$ cat src/hw/rtl/wss_pkg.sv
package wss_pkg;

  localparam int unsigned NeedleMax = 32;
  localparam int unsigned LenW      = $clog2(NeedleMax + 1);
  localparam int unsigned IdxW      = (NeedleMax > 1) ? $clog2(NeedleMax) : 1;
  localparam int unsigned CharW     = 16;
  localparam int unsigned AddrW     = 32;

  localparam logic [1:0] OpStart  = 2'd0;
  localparam logic [1:0] OpNeedle = 2'd1;
  localparam logic [1:0] OpHay    = 2'd2;

  typedef struct packed {
    logic             clear;
    logic             scan;
    logic [CharW-1:0] ch;
  } cell_ctl_t;

endpackage

$ cat src/hw/rtl/wss_in_if.sv
interface wss_in_if;
  logic                      valid;
  logic                      ready;
  logic [1:0]                opcode;
  logic [wss_pkg::CharW-1:0] char_word;
  logic [wss_pkg::AddrW-1:0] base_address;

  modport source (output valid, output opcode, output char_word, output base_address,
                  input ready);
  modport sink   (input valid, input opcode, input char_word, input base_address,
                  output ready);
endinterface

$ cat src/hw/rtl/wss_out_if.sv
interface wss_out_if;
  logic                      valid;
  logic                      ready;
  logic                      found;
  logic [wss_pkg::AddrW-1:0] match_address;
  logic                      needle_too_long;

  modport source (output valid, output found, output match_address,
                  output needle_too_long, input ready);
  modport sink   (input valid, input found, input match_address,
                  input needle_too_long, output ready);
endinterface

$ cat src/hw/rtl/wss_cell.sv
module wss_cell (
  input  logic                      clk_i,
  input  logic                      rst_ni,
  input  wss_pkg::cell_ctl_t        ctl_i,
  input  logic                      wr_en_i,
  input  logic [wss_pkg::CharW-1:0] wr_char_i,
  input  logic                      prev_i,
  output logic                      hit_o,
  output logic                      match_o
);

  logic [wss_pkg::CharW-1:0] char_q;
  logic                      pm_q;
  logic                      pm_d;

  assign hit_o   = prev_i && (char_q == ctl_i.ch);
  assign match_o = pm_q;

  always_comb begin
    pm_d = pm_q;
    if (ctl_i.clear) begin
      pm_d = 1'b0;
    end else if (ctl_i.scan) begin
      pm_d = hit_o;
    end
  end

  always_ff @(posedge clk_i) begin
    if (wr_en_i) begin
      char_q <= wr_char_i;
    end
  end

  always_ff @(posedge clk_i or negedge rst_ni) begin
    if (!rst_ni) begin
      pm_q <= 1'b0;
    end else begin
      pm_q <= pm_d;
    end
  end

endmodule

$ cat src/hw/rtl/wide_substring_search_unit.sv
// Streaming first-occurrence search of a zero-terminated 16-bit needle in a
// zero-terminated 16-bit haystack. A start transfer gives the haystack base,
// needle transfers load one cell each of a row of 32 cells, and haystack
// transfers are taken one per clock, a terminator only with the output free:
// every cell compares the word against its stored character and passes its
// partial-match bit to the next cell, and one 32-bit subtract gives the match
// address. The haystack terminator produces the single result, registered in
// the next cycle; other input transfers are taken even while a result waits.
module wide_substring_search_unit (
  input  logic      clk_i,
  input  logic      rst_ni,
  wss_in_if.sink    query_i,
  wss_out_if.source result_o
);

  localparam int unsigned N = wss_pkg::NeedleMax;

  logic [wss_pkg::LenW-1:0]  len_q, len_d;
  logic                      ovf_q, ovf_d;
  logic                      closed_q, closed_d;
  logic                      done_q, done_d;
  logic [wss_pkg::AddrW-1:0] base_q, base_d;
  logic [wss_pkg::AddrW-1:0] haddr_q, haddr_d;
  logic                      seen_q, seen_d;
  logic [wss_pkg::AddrW-1:0] first_q, first_d;

  logic                      out_valid_q, out_valid_d;
  logic                      found_q, found_d;
  logic [wss_pkg::AddrW-1:0] addr_q, addr_d;
  logic                      tl_q, tl_d;

  wss_pkg::cell_ctl_t ctl;
  logic [N-1:0]       wr_en;
  logic [N-1:0]       hit;
  logic [N-1:0]       pm;
  logic [N-1:0]       prev;

  logic                      xfer;
  logic                      emit;
  logic                      out_free;
  logic                      is_hay;
  logic                      scanning;
  logic [wss_pkg::LenW-1:0]  lm1;
  logic [wss_pkg::IdxW-1:0]  last_idx;
  logic [wss_pkg::AddrW-1:0] back_off;
  logic                      do_write;
  logic                      res_found;

  assign out_free = !out_valid_q || result_o.ready;
  assign is_hay   = (query_i.opcode == wss_pkg::OpHay) && !done_q;
  assign emit     = is_hay && (query_i.char_word == '0);
  assign query_i.ready = out_free || !emit;
  assign xfer     = query_i.valid && query_i.ready;

  assign scanning = (len_q != '0) && !ovf_q;
  assign lm1      = len_q - wss_pkg::LenW'(1);
  assign last_idx = lm1[wss_pkg::IdxW-1:0];
  assign back_off = {{(wss_pkg::AddrW - wss_pkg::LenW - 1){1'b0}}, lm1, 1'b0};

  assign do_write = xfer && (query_i.opcode == wss_pkg::OpNeedle) && !done_q && !closed_q
                    && (query_i.char_word != '0)
                    && (len_q < wss_pkg::LenW'(N));

  assign ctl.clear = xfer && (query_i.opcode == wss_pkg::OpStart);
  assign ctl.scan  = xfer && is_hay && !emit && scanning;
  assign ctl.ch    = query_i.char_word;

  // cell 0 always has a matched prefix of length zero in front of it
  assign prev = {pm[N-2:0], 1'b1};

  for (genvar g = 0; g < N; g++) begin : g_cell
    assign wr_en[g] = do_write && (len_q[wss_pkg::IdxW-1:0] == wss_pkg::IdxW'(g));
    wss_cell u_cell (
      .clk_i     (clk_i),
      .rst_ni    (rst_ni),
      .ctl_i     (ctl),
      .wr_en_i   (wr_en[g]),
      .wr_char_i (query_i.char_word),
      .prev_i    (prev[g]),
      .hit_o     (hit[g]),
      .match_o   (pm[g])
    );
  end

  assign res_found = !ovf_q && (base_q != '0) && ((len_q == '0) || seen_q);

  always_comb begin
    len_d    = len_q;
    ovf_d    = ovf_q;
    closed_d = closed_q;
    done_d   = done_q;
    base_d   = base_q;
    haddr_d  = haddr_q;
    seen_d   = seen_q;
    first_d  = first_q;
    if (xfer) begin
      case (query_i.opcode)
        wss_pkg::OpStart: begin
          len_d    = '0;
          ovf_d    = 1'b0;
          closed_d = 1'b0;
          done_d   = 1'b0;
          base_d   = query_i.base_address;
          haddr_d  = query_i.base_address;
          seen_d   = 1'b0;
          first_d  = '0;
        end
        wss_pkg::OpNeedle: begin
          if (!done_q && !closed_q) begin
            if (query_i.char_word == '0) begin
              closed_d = 1'b1;
            end else if (len_q < wss_pkg::LenW'(N)) begin
              len_d = len_q + wss_pkg::LenW'(1);
            end else begin
              ovf_d = 1'b1;
            end
          end
        end
        wss_pkg::OpHay: begin
          if (!done_q) begin
            closed_d = 1'b1;
            if (emit) begin
              done_d = 1'b1;
            end else begin
              haddr_d = haddr_q + wss_pkg::AddrW'(2);
              if (scanning && hit[last_idx] && !seen_q) begin
                seen_d  = 1'b1;
                first_d = haddr_q - back_off;
              end
            end
          end
        end
        default: begin
        end
      endcase
    end
  end

  always_comb begin
    out_valid_d = out_valid_q;
    found_d     = found_q;
    addr_d      = addr_q;
    tl_d        = tl_q;
    if (xfer && emit) begin
      out_valid_d = 1'b1;
      found_d     = res_found;
      addr_d      = res_found ? ((len_q == '0) ? base_q : first_q) : '0;
      tl_d        = ovf_q;
    end else if (result_o.ready) begin
      out_valid_d = 1'b0;
    end
  end

  always_ff @(posedge clk_i or negedge rst_ni) begin
    if (!rst_ni) begin
      len_q       <= '0;
      ovf_q       <= 1'b0;
      closed_q    <= 1'b0;
      done_q      <= 1'b0;
      base_q      <= '0;
      haddr_q     <= '0;
      seen_q      <= 1'b0;
      first_q     <= '0;
      out_valid_q <= 1'b0;
    end else begin
      len_q       <= len_d;
      ovf_q       <= ovf_d;
      closed_q    <= closed_d;
      done_q      <= done_d;
      base_q      <= base_d;
      haddr_q     <= haddr_d;
      seen_q      <= seen_d;
      first_q     <= first_d;
      out_valid_q <= out_valid_d;
    end
  end

  always_ff @(posedge clk_i) begin
    found_q <= found_d;
    addr_q  <= addr_d;
    tl_q    <= tl_d;
  end

  assign result_o.valid           = out_valid_q;
  assign result_o.found           = found_q;
  assign result_o.match_address   = addr_q;
  assign result_o.needle_too_long = tl_q;

  a_len_bound: assert property (@(posedge clk_i) disable iff (!rst_ni)
    len_q <= wss_pkg::LenW'(N))
    else $error("needle length beyond capacity");

  a_seen_needs_needle: assert property (@(posedge clk_i) disable iff (!rst_ni)
    seen_q |-> (len_q != '0) && !ovf_q)
    else $error("match recorded without a stored needle");

  a_result_closes_query: assert property (@(posedge clk_i) disable iff (!rst_ni)
    (xfer && emit) |=> out_valid_q && done_q)
    else $error("terminator did not produce a result");

  a_found_not_overflow: assert property (@(posedge clk_i) disable iff (!rst_ni)
    (out_valid_q && found_q) |-> !tl_q)
    else $error("found reported together with overflow");

endmodule

$ cat src/flat_wrapper.sv
// flat-port wrapper written by rule: the top's interface ports become plain ports
module wide_substring_search_unit_flat 
  (clk_i, rst_ni, query_i_valid, query_i_opcode, query_i_char_word, query_i_base_address, query_i_ready, result_o_valid, result_o_found, result_o_match_address, result_o_needle_too_long, result_o_ready);
  wss_in_if query_i_i ();
  wss_out_if result_o_i ();
  input  logic clk_i;
  input  logic rst_ni;
  input wire logic [$bits(query_i_i.valid)-1:0] query_i_valid;
  input wire logic [$bits(query_i_i.opcode)-1:0] query_i_opcode;
  input wire logic [$bits(query_i_i.char_word)-1:0] query_i_char_word;
  input wire logic [$bits(query_i_i.base_address)-1:0] query_i_base_address;
  output wire logic [$bits(query_i_i.ready)-1:0] query_i_ready;
  output wire logic [$bits(result_o_i.valid)-1:0] result_o_valid;
  output wire logic [$bits(result_o_i.found)-1:0] result_o_found;
  output wire logic [$bits(result_o_i.match_address)-1:0] result_o_match_address;
  output wire logic [$bits(result_o_i.needle_too_long)-1:0] result_o_needle_too_long;
  input wire logic [$bits(result_o_i.ready)-1:0] result_o_ready;
  assign query_i_i.valid = query_i_valid;
  assign query_i_i.opcode = query_i_opcode;
  assign query_i_i.char_word = query_i_char_word;
  assign query_i_i.base_address = query_i_base_address;
  assign query_i_ready = query_i_i.ready;
  assign result_o_valid = result_o_i.valid;
  assign result_o_found = result_o_i.found;
  assign result_o_match_address = result_o_i.match_address;
  assign result_o_needle_too_long = result_o_i.needle_too_long;
  assign result_o_i.ready = result_o_ready;
  wide_substring_search_unit u_core (.clk_i(clk_i), .rst_ni(rst_ni), .query_i(query_i_i), .result_o(result_o_i));
endmodule
$ cat config.mk
export PLATFORM = sky130hd
export DESIGN_NAME = wide_substring_search_unit_flat
export DESIGN_NICKNAME = d
export VERILOG_FILES = /design/src/hw/rtl/wss_pkg.sv /design/src/hw/rtl/wss_in_if.sv /design/src/hw/rtl/wss_out_if.sv /design/src/hw/rtl/wss_cell.sv /design/src/hw/rtl/wide_substring_search_unit.sv /design/src/flat_wrapper.sv
export SDC_FILE = /design/constraint.sdc
export NUM_CORES = 1
export LEC_CHECK = 0
export BUFFER_PORTS_ARGS = -buffer_cell sky130_fd_sc_hd__buf_2
export CAP_MARGIN = 20
export CORE_MARGIN = 1.5
export CORE_UTILIZATION = 55
export CTS_CLUSTER_DIAMETER = 150
export DETAILED_ROUTE_END_ITERATION = 12
export GPL_TIMING_DRIVEN = 1
export MAX_ROUTING_LAYER = met4
export PLACE_DENSITY = 0.75
export SETUP_SLACK_MARGIN = 0.5
export SLEW_MARGIN = 0
export SYNTH_ARGS = -nofsm -noshare
export SYNTH_HDL_FRONTEND = slang
export SYNTH_SLANG_ARGS = --single-unit
export TNS_END_PERCENT = 20
$ cat constraint.sdc
create_clock -name clk_i -period 3.7 [get_ports clk_i]
set_input_delay 0.185 -clock clk_i [delete_from_list [all_inputs] [get_ports clk_i]]
set_output_delay 0.185 -clock clk_i [all_outputs]
set_load 0.03 [all_outputs]
Word level (Yosys, flattened, before mapping)
Index checks and enable logic that the tools add are counted.
W data, S select, Z words.

word-level totals
  bits in registers = 684
  bits of input ports = 54
  output and inout port bits = 36
  logic and storage cells = 357

cells by class
  $add $sub $neg = 4
  order comparisons = 2
  equal/unequal tests = 73
  mux-type cells = 93
  reductions and logical operators = 110

operators by type and width
  kind                     number
  $eq A16 B16 Y1           32
  $mux W32                 6
  $pmux W32 S2             2
  $logic_and A1 B1 Y1      82
  $eq A5 B5 Y1 const B     16
  $mux W1                  76
  $eq A5 B4 Y1 const B     8
  $add A32 B2 Y32 const B  1
  $reduce_bool A32 Y1      1
  $sub A32 B7 Y32          1
  $eq A5 B3 Y1 const B     4
  $reduce_and A5 Y1        4
  $mux W6                  3
  $logic_not A16 Y1        1
  $ne A2 B2 Y1 const B     8
  $reduce_bool A16 Y1      1
  $pmux W6 S2              1
  $eq A5 B2 Y1 const B     2
  $reduce_bool A2 Y1       4
  $add A6 B1 Y6 const B    1
  $logic_not A1 Y1         6
  $logic_not A6 Y1         1
  $lt A5 B6 Y1 const B     1
  $lt A6 B6 Y1 const B     1
  other kinds (14)         19

Logic depth before layout (Yosys ltp)
  depth after elaboration = 12
  gate-level depth with buffers = 17
  gate-level depth less buffers = 16

Cells and area by module
Synthesis repeated with hierarchy kept, for this count alone.

unflattened totals
  cells, all modules = 2659
  area total of the unflattened synthesis = 33503.4 um^2

modules (own cells, without submodules)
  module                      instances  cells each  area each (um^2)  sequential area each (um^2)
  wss_cell                    32         54          785.8             505.5
  wide_substring_search_unit  1          931         8359.3            3698.5

Worst setup path before layout
OpenSTA, ideal clock, no wires.

  path kind = reg2reg
  start point = reg u_core.len_q[0] in the netlist's numbering
  end point = reg u_core.first_q[23] in the netlist's numbering
  setup time = 0.123 ns
  arrival time = 3.359 ns
  required time = 3.577 ns
  setup slack = 0.218 ns
  stages on the path, launching flop included = 15
  buffers on the path = 0
  period minus slack after synthesis = 3.482 ns
  path through = dfrtp_1 inv_2 ha_1 xor2_1 inv_2 ha_1 nor2b_1 o21ai_0 a21oi_1 o21ai_0 nand3_1 nor3_1 nor3b_1 xnor2_1 o2bb2ai_1

between the ends
  longest elaborated chain between the ends = 7
  elaborated cells on any way between the ends = 14
  classes of those cells = add/sub: 2; eq/ne: 1; mux: 6; reduce/logical: 5

RTL lines
  element                                                                  line                               RTL
  start: declaration                                                       wide_substring_search_unit.sv:18   logic [wss_pkg::LenW-1:0] len_q, len_d;
  start signal: assignment                                                 wide_substring_search_unit.sv:166  len_q <= len_d;
  parallel branches: the longest is 7 deep, another holds $sub A32 B7 Y32  n/a
  end signal: assignment                                                   wide_substring_search_unit.sv:173  first_q <= first_d;
  end: declaration                                                         wide_substring_search_unit.sv:25   logic [wss_pkg::AddrW-1:0] first_q, first_d;

Parallel ways; which one is timed is not known. The select of a mux whose other input is x is not followed.
A chain may end at the register's enable or synchronous reset.

Worst setup path in the final report
  start point = reg u_core.g_cell[13].u_cell.char_q[1] in the netlist's numbering
  end point = reg u_core.first_q[4] in the netlist's numbering

between the ends
  longest elaborated chain between the ends = 8

RTL lines
  element                             line                               RTL
  start: declaration                  wss_cell.sv:12                     logic [wss_pkg::CharW-1:0] char_q;
  start signal: assignment            wss_cell.sv:30                     char_q <= wr_char_i;
  $eq A16 B16 Y1                      wss_cell.sv:16                     assign hit_o = prev_i && (char_q == ctl_i.ch);
  $logic_and A1 B1 Y1                 wss_cell.sv:16
  $bmux W1 S5                         wide_substring_search_unit.sv:126  if (scanning && hit[last_idx] && !seen_q) begin
  $mux W1 (implied by the code)       wide_substring_search_unit.sv:126
  $logic_and A1 B1 Y1 (2 in a row)    wide_substring_search_unit.sv:126
  $ne A2 B2 Y1 (no source line)       n/a
  $reduce_and A5 Y1 (no source line)  n/a

No other way between the ends. The select of a mux whose other input is x is not followed.

==> reports/summary.md <==
- 0 — Detail Route Antenna Nets
- 3939 — final-layout fill cell count
- 19539 — overall via count from detail_route
- 0 — final-report max-slew violation count
- 22.3 µm — routed length per placed instance
- 107 — pin count of the biggest net entering global routing
- 20.2% — Synth async-reset ratio
- 2379 — Net Count, Synth
- 546 — number of enable-type register cells in the synthesized netlist
- 90 — top-level I/O count
- 65 — post-synthesis cell type count
- 114 mm — first-pass GRT wire length
- 0 — GRT overflow
- 0.61 ns — later-pin clock latency in the skew report
- register — startpoint type of the worst setup path
- 0.927 — final weighted congestion in routability-driven placement
- 64.1% — fraction of the yosys area taken by sequential cells
- 26.8% — GR Util All Layers
- 3.60 ns — arrival time at the worst endpoint
- 12.4 nW — leak pwr
- 18.5 mW — Power, Total
- register — crit path capture type
- 0 — endpoints failing hold
- 2039 — Detailed Route Iter0 Violations
- 3343 — post-route non-filler standard cell count
- 1 — cell depth of the worst min-delay path
- u_core.g_cell[13].u_cell.char_q[1] — launch point of the worst reg-to-reg path
- 15.7% — P&R area growth vs syn
- 33000 µm² — area after detailed placement
- 19472 — via count of the first global-routing pass
- 3 — worst-case clock buffer depth
- 57700 µm² — Die Area
- 5.84 — post-DR vias/cell
- 0.0272 ns — final worst clock skew
- 86 — number of standard-cell rows in the floorplan
- query_i_char_word[11] — startpoint of the worst hold path
- 3 — H-tree depth reported by CTS
- 1 — number of antenna violations at the first check in global routing
- 2612 — final net count
- 240 µm — floorplan die width
- u_core.first_q[4] — reg-to-reg endpoint
- 89 — number of I/O port buffers
- 0 — max-cap violation count
- 13.4 µm² — Mean Syn Cell Area
- u_core.g_cell[11].u_cell.char_q[11] — endpoint of the worst hold path
- 684 — clk sink count
- 0.63 ns — Register-to-Register Setup Slack
- 83.1% — portion of the clock cycle consumed by the worst path in the final layout
- done — clock tree from TritonCTS
- 3.07 ns — min cycle time layout
- 6 — DR pass1 iterations
- 0.627 ns — worst path setup slack after routing
- 325 MHz — maximum clock rate
- 48.5 mm — half-perimeter wire length after placement
- 17.1% — share of layout cells above drive strength 1
- 11 — Worst Reg-to-Reg Cells
- 31.2% — Slew HR
- 70 — number of buffers created by CTS
- 31000 µm² — total standard cell area after synthesis
- 0 ns — setup TNS
- edfxtp_1 — most common flop cell mapped by yosys
- 35800 µm² — post-layout instance area
- 0 — DRC Markers
- 516 nW/µm² — Cell Pwr Density
- 4.23 ns — required time of the worst setup path
- 55400 µm² — Core Footprint
- 1.03 ns — slew at the pin closest to its max-slew limit
- 0 — setup-violating endpoint count in the final report
- finished, final reports clean — status
- 0.0188 ns — worst slack at placement
- 74.6 mm — total wirelength of the detailed-routed design
- clkbuf_16 — cell at the root of the clock tree
- 0.411 mV — peak ir drop on the vdd network
- 240 µm — DIE HEIGHT
- 2307 — Gate Count Post-Synth
- 0.06 ns — clock slew at the register clock pins of the worst setup and hold paths
- 55.9% — Starting Density
- input pin to register — worst hold-check path type
- register to register — worst setup path class
- 684 — number of storage elements in the synthesis netlist
- 0 — Warnings, synthesis
- 0 — # diodes
- false — RSZ-0062 raised after global routing
- 22 — Max Fanout on Critical Path
- 3171 — Cells after DPL
## metrics by stage
stage	util, %	hold WS [ns]
floorplan	-	-0.111
global placement	59.6	0.368
detailed placement	59.6	0.369
CTS	64.4	0.000539
global route	64.6	0.00474
finish	64.6	0.0205
## layout by cell type (no fill, tap or decap), types with 72 or more instances in the layout
| cell type | count |
|---|---|
| buf_2 | 72 |
| nor2_1 | 80 |
| buf_4 | 166 |
| xnor2_1 | 387 |
| dfrtp_1 | 137 |
| nand2_1 | 203 |
| a21oi_1 | 75 |
| clkbuf_16 | 72 |
| xor2_1 | 150 |
| nand4_1 | 88 |
| nand3_1 | 84 |
| edfxtp_1 | 546 |
## worst max-delay path: stages, from the launching register on
cell	delay, ns
edfxtp_1	0.39
xnor2_1	0.18
nand4_1	0.17
nor4_4	0.41
nand3_1	0.16
nor3b_1	0.16
nand4b_1	0.27
a2111oi_4	0.41
a211o_4	0.32
buf_12	0.20
mux2i_1	0.20
a21o_1	0.11
## registers in the layout, indices dropped and copies added, names as in the netlist
name and flops:
u_core.seen_q 1, u_core.done_q 1, u_core.result_o.valid 1, u_core.result_o.found 1, u_core.g_cell.u_cell.match_o 31, u_core.ovf_q 1, u_core.len_q 6, u_core.closed_q 1
u_core.result_o.match_address 32, u_core.first_q 32, u_core.haddr_q 32, u_core.base_q 32, u_core.g_cell.u_cell.char_q 512, u_core.result_o.needle_too_long 1
## layout make-up
cell class                 instances  area [µm²]  area share, %
tap                              748         936           2.61
clock buffer                      97        1940           5.40
clock inverter                    30         249          0.695
timing repair buffer             297        2370           6.61
inverter                          24        90.1          0.252
multi-input combinational       1463       10400           29.0
sequential                       684       19900           55.4
## timing repair
item                                    4_1_cts  5_1_grt
pin swaps                                     1        4
resized for setup                            12       20
hold buffers                                 41        0
setup buffers                                 1        3
endpoints found under the hold margin       177        0
endpoints found under the setup margin       33       36
## report_power, final
part	switching [mW]	total [mW]	internal, mW
combinational	1.67	2.74	1.07
clock	2.89	6.77	3.88
sequential	0.343	8.98	8.64
## cells by family (layout without fill, tap and decap cells)
kind of cell / Yosys count / after routing / synth area share, %
muxes: 48 / 48 / 1.69
and+or+nand+nor: 632 / 632 / 10.3
adders and majority gates: 18 / 18 / 0.752
AOI/OAI and AO/OA: 226 / 226 / 4.78
buffers and inverters: 160 / 448 / 3.07
DFF: 684 / 684 / 64.1
xor gates and xnor gates: 539 / 539 / 15.2
## metal layers
metal,up-vias,global-route usage (%),share of wire [%]
met5,-,-,0
met4,0,8.37,3.0
met3,173,4.23,7.0
met2,837,43.3,49
met1,9739,35.2,41
li1,8790,-,-
## worst max-delay path by stage
stage	slack, ns	from	end
global route	0.43	u_core.g_cell[15].u_cell.char_q[3]	u_core.first_q[4]
global placement	0.10	query_i_char_word[7]	u_core.first_q[4]
CTS	0.46	u_core.len_q[1]	u_core.first_q[18]
finish	0.63	u_core.g_cell[13].u_cell.char_q[1]	u_core.first_q[4]
floorplan	0.49	u_core.len_q[0]	u_core.first_q[23]
detailed placement	0.02	query_i_char_word[12]	u_core.first_q[4]
## cells in the mapped netlist, types with 6 or more instances
cell	n	area share, %
o21ai_0	36	0.58
xor2_1	151	4.3
nand4_1	88	1.8
edfxtp_1	546	53
dfrtp_1	138	11
buf_4	22	0.53
buf_2	33	0.53
nand2b_1	19	0.38
and3_1	19	0.38
nand3_1	86	1.4
mux2_2	34	1.2
a31oi_1	7	0.14
nor4_2	8	0.32
nor4_1	62	1.3
a21oi_1	75	1.2
or3_1	8	0.16
o211ai_2	8	0.32
o211ai_1	15	0.36
mux2i_1	14	0.45
nor2_1	81	0.98
o31ai_1	25	0.61
xnor2_1	388	11
clkbuf_1	50	0.61
nand2_1	203	2.5
buf_6	30	1.1
o22ai_1	19	0.38
inv_1	21	0.25
ha_1	17	0.69
nand3b_1	6	0.15
nor3_1	23	0.37
o2bb2ai_1	8	0.23
Note: power is estimated with default switching activity, not from simulation.
